==> src/sv/tsm_pkg.sv <==
`default_nettype none
package tsm_pkg;

    localparam int PROGRAMS     = 16;
    localparam int QUEUE_DEPTH  = 1024;
    localparam int COMMAND_RING = 4096;

    localparam int PW          = $clog2(PROGRAMS);
    localparam int QW          = $clog2(QUEUE_DEPTH);
    localparam int CW          = $clog2(COMMAND_RING);
    localparam int AW          = PW + QW;
    localparam int MEM_DEPTH   = PROGRAMS * (2 ** QW);
    localparam int REC_W       = 62;
    localparam int ENABLE_BITS = 16;
    localparam int SCAN_W      = 5;
    localparam int CFG_AW      = 3;
    localparam int CFG_DW      = 16;

    localparam logic [12:0] NULL_PID = 13'h1FFF;

    typedef enum logic [1:0] {
        ST_SERVED   = 2'd0,
        ST_NULL     = 2'd1,
        ST_ENQUEUED = 2'd2,
        ST_DROPPED  = 2'd3
    } t_status;

    typedef enum logic [CFG_AW-1:0] {
        CFG_PROGRAM_COUNT    = 3'd0,
        CFG_PROGRAM_ENABLE   = 3'd1,
        CFG_SLOTS_PER_WINDOW = 3'd2,
        CFG_CHANNEL_COUNT    = 3'd3,
        CFG_CHANNEL_INDEX    = 3'd4
    } t_cfg_reg;

    typedef enum logic [2:0] {
        S_IDLE,
        S_ENQ,
        S_SCAN,
        S_DECIDE,
        S_RESP
    } t_state;

    typedef struct packed {
        logic load;
        logic enq;
        logic scan;
        logic decide;
        logic emit;
    } t_cmd;

    typedef struct packed {
        logic scan_done;
        logic out_free;
    } t_sts;

endpackage
`default_nettype wire

==> src/sv/tsm_ctrl.sv <==
`default_nettype none
module tsm_ctrl (
    input  wire logic          i_clk,
    input  wire logic          i_rst_n,
    input  wire logic          i_in_valid,
    input  wire logic          i_req_slot,
    output      logic          o_in_ready,
    input  wire tsm_pkg::t_sts i_sts,
    output      tsm_pkg::t_cmd o_cmd
);
    tsm_pkg::t_state r_state, n_state;

    always_ff @(posedge i_clk) begin
        if (!i_rst_n) begin
            r_state <= tsm_pkg::S_IDLE;
        end else begin
            r_state <= n_state;
        end
    end

    always_comb begin
        n_state = r_state;
        unique case (r_state)
            tsm_pkg::S_IDLE: begin
                if (i_in_valid) begin
                    n_state = i_req_slot ? tsm_pkg::S_SCAN : tsm_pkg::S_ENQ;
                end
            end
            tsm_pkg::S_ENQ:    n_state = tsm_pkg::S_RESP;
            tsm_pkg::S_SCAN: begin
                if (i_sts.scan_done) begin
                    n_state = tsm_pkg::S_DECIDE;
                end
            end
            tsm_pkg::S_DECIDE: n_state = tsm_pkg::S_RESP;
            tsm_pkg::S_RESP: begin
                if (i_sts.out_free) begin
                    n_state = tsm_pkg::S_IDLE;
                end
            end
            default:           n_state = tsm_pkg::S_IDLE;
        endcase
    end

    always_comb begin
        o_cmd      = '0;
        o_in_ready = 1'b0;
        unique case (r_state)
            tsm_pkg::S_IDLE: begin
                o_in_ready = 1'b1;
                o_cmd.load = i_in_valid;
            end
            tsm_pkg::S_ENQ:    o_cmd.enq    = 1'b1;
            tsm_pkg::S_SCAN:   o_cmd.scan   = 1'b1;
            tsm_pkg::S_DECIDE: o_cmd.decide = 1'b1;
            tsm_pkg::S_RESP:   o_cmd.emit   = i_sts.out_free;
            default: begin
            end
        endcase
    end
endmodule
`default_nettype wire

==> config.mk <==
export PLATFORM = sky130hd
export DESIGN_NAME = tsm_ctrl
export DESIGN_NICKNAME = d
export VERILOG_FILES = /design/src/sv/tsm_pkg.sv /design/src/sv/tsm_ctrl.sv
export SDC_FILE = /design/constraint.sdc
export NUM_CORES = 1
export LEC_CHECK = 0
export ABC_AREA = 1
export BUFFER_PORTS_ARGS = -buffer_cell sky130_fd_sc_hd__clkbuf_2
export CAP_MARGIN = 40
export CORE_AREA = 2 2 39 41
export CTS_BUF_LIST = sky130_fd_sc_hd__clkbuf_4 sky130_fd_sc_hd__clkbuf_8
export DETAILED_ROUTE_END_ITERATION = 16
export DIE_AREA = 0 0 41 43
export PLACE_DENSITY = 0.37
export SETUP_SLACK_MARGIN = 0.5
export SYNTH_ARGS = -nofsm -noshare
export SYNTH_HDL_FRONTEND = slang
export SYNTH_SLANG_ARGS = --single-unit
==> constraint.sdc <==
create_clock -name i_clk -period 1.4 [get_ports i_clk]
set_clock_uncertainty 0.2 [all_clocks]
set_input_delay 0.14 -clock i_clk [delete_from_list [all_inputs] [get_ports i_clk]]
set_output_delay 0.14 -clock i_clk [all_outputs]
set_load 0.01 [all_outputs]
==> impl_metrics.toml <==
[synth]
synth_top_family_by_area = "simple AND/OR/NAND/NOR gates"
synthTopCellsByArea = "dfxtp_1 (28%), nor2_1 (12%), inv_1 (8.7%)"
syn-num-nets = 41
yosys.cell_types.count = 13
synthCells = 35
synth_area_sq_um = 215
synth_compound_area_share_pct = 2.33
synthXorXnorAreaFrac_pct = 0
muxShareOfSynthArea_pct = 0
ys_ff_latch = 3
yosysTopAreaCell = "dfxtp_1"
seq_area_frac_synth_pct = 27.9
syn-mean-instance-area_sq_um = 6.15
synth-simple-area-share_pct = 54.1
yosys_warnings = 0
synth_top_cell_area_share_pct = 27.9
synth_fa_ha_area_share_pct = 0

[die]
die_h_um = 43
rows = 14
core_area_sq_um = 1380
initial_core_util_pct = 15.6
dieWidth_um = 41
dieArea_sq_um = 1760
ioPinCount = 12

[setup_path]
path_buf_inv = 1
crit_chain = "nor4_2, buf_2"
worstSetupPathType = "reg -> out"
startpoint_type = "flop"
cpLargestDelayFamily = "flip-flops"
worstPathRequired_ns = 1.06
cp_slowest_cell = "dfxtp_4"
cpPeakStageDelay_ns = 0.36
critical_path.endpoint_type = "primary output"
crit_fanout = 4
cp_data_arrival_time_ns = 1.00

[route]
remaining_drc_errors = 0
vias = 284
wirelength_um = 635
wire_per_inst_um = 8.82
first_iter_violations = 2
ant_nets = 0
first_pass_iters = 2
avgViaCountPerCell = 3.94

[timing]
holdWs_ns = -0.0832
min_period_ns = 1.34
finalHoldViolCount = 2
worst_pin_slew_ns = 0.173
relSlewSlack_pct = 88.4
slew_viol_final = 0
setup_viol = 0
fmax_mhz = 748
rsz0062_at_grt = "true"
timing.final.crit_share_pct = 95.5

[final_layout]
nFillCells = 157
max_flop_register = "r_state"
fin_nets = 63
area_delta_synth_final_pct = 111
drive_gt1_share_pct = 75.0
top_regs = "r_state (3)"
antenna_cells = 0
final_cells = 72
utilization_pct = 32.8
largest_register_ffs = 3

[grt]
grt_antenna_before_repair = 0
grt_pass1_vias = 256
grt_overflow_total = 0
grt_max_degree = 5
grt_usage_pct = 8.43
grt_pass1_wl_um = 917

[power_and_ir_drop]
power_per_cell_area_nw_per_um2 = 2220
p_total_w = 0.00101
leakage_nw = 0.234
vdd_drop_max_mv = 0.546

[clock_tree]
clock_tree.root_cell = "clkbuf_4"
max-clock-path-buffers = 2
clk_pin_slew_worst_paths_ns = 0.03
cts_sinks = 3
clock_latency_ns = 0.23
cts-buffers-inserted = 3
htreeDepth = 1
cts_tree = "yes"

[placement]
dp.final_hpwl_um = 447
portBuffers = 11
routabilityCongestion = 0.733
placedCellCount = 62

[flow_run]
cap_viol_max_count = 0

[worst_hold_path]
hold_path.class = "in -> reg"

[outcome]
status = "finished, violations left"
violations = "hold timing"
==> path summary, 6_finish.rpt <==
path	startpoint	endpoint	slack, ns	depth (start not counted)
hold reg to reg	r_state[0]	r_state[2]	0.35	2
setup reg to reg	r_state[0]	r_state[1]	0.13	7
setup / recovery	r_state[1]	o_cmd[0]	0.06	2
hold / removal	i_rst_n	r_state[1]	-0.08	3
==> final cells by class <==
type | instances | area, sq um | area share [%]
timing repair buffer | 17 | 116 | 25.6
tap | 16 | 20.0 | 4.41
sequential | 3 | 71.3 | 15.7
inverter | 9 | 38.8 | 8.54
multi-input combinational | 23 | 178 | 39.1
clock buffer | 4 | 30.0 | 6.61
==> kinds of logic after synthesis <==
family / Yosys count
buffers and inverters: 9
AO/OA/AOI/OAI: 1
AND/OR/NAND/NOR: 22
flip-flops: 3
==> tightest hold or removal path, cell delays in order <==
cell and delay [ns]:
clkbuf_2 0.09, nand2_1 0.05, nor2_1 0.03
==> power breakdown <==
part	switching, W	internal (W)	leakage [nW]	total (W)
clock network	0.0000462	0.000126	0.0184	0.000172
logic	0.000319	0.000328	0.189	0.000648
registers	0.0000577	0.000133	0.0267	0.000190
==> timing repair <==
action | CTS | global route
buffers inserted | 4 | 2
pin swaps | 2 | 6
endpoints found under the hold margin | 3 | 1
resized for setup | 4 | 15
endpoints found under the setup margin | 9 | 9
==> cells in the mapped netlist <==
master / number
a21oi_1: 1
dfxtp_1: 3
inv_1: 5
inv_2: 4
nand2_1: 5
nand2_2: 2
nand3_1: 3
nand3_2: 1
nor2_1: 7
nor2_2: 1
nor2_4: 1
nor3_2: 1
nor4_1: 1
==> placed cells by master, fill, tap and decap left out <==
cell	count
nand2_2	3
inv_4	2
nand2_1	4
a21oi_2	1
nand3_2	3
dfxtp_4	3
nand3_4	1
clkbuf_4	4
nor2_1	5
nor3_4	1
nor2_4	3
buf_2	4
inv_1	5
buf_4	5
nor4_2	1
nor2_2	1
inv_2	2
clkbuf_2	5
buf_6	3
==> metal layers <==
layer	up-vias	GRT usage [%]	wire length, um
met5	-	0	0
met3	0	6.28	46
met1	127	8.33	242
li1	149	-	-
met2	8	11.6	347
met4	0	6.00	0
==> metrics by stage <==
stage	setup WS, ns	hold slack, ns	setup TNS [ns]	area [sq um]
floorplan	0.326	0.0507	0	248
global placement	0.257	0.162	0	323
detailed placement	0.253	0.159	0	323
CTS	0.0346	-0.0878	0	395
global route	-0.000943	-0.0700	-0.000943	454
finish	0.0628	-0.0832	0	454
Note: power is estimated with default switching activity, not from simulation.
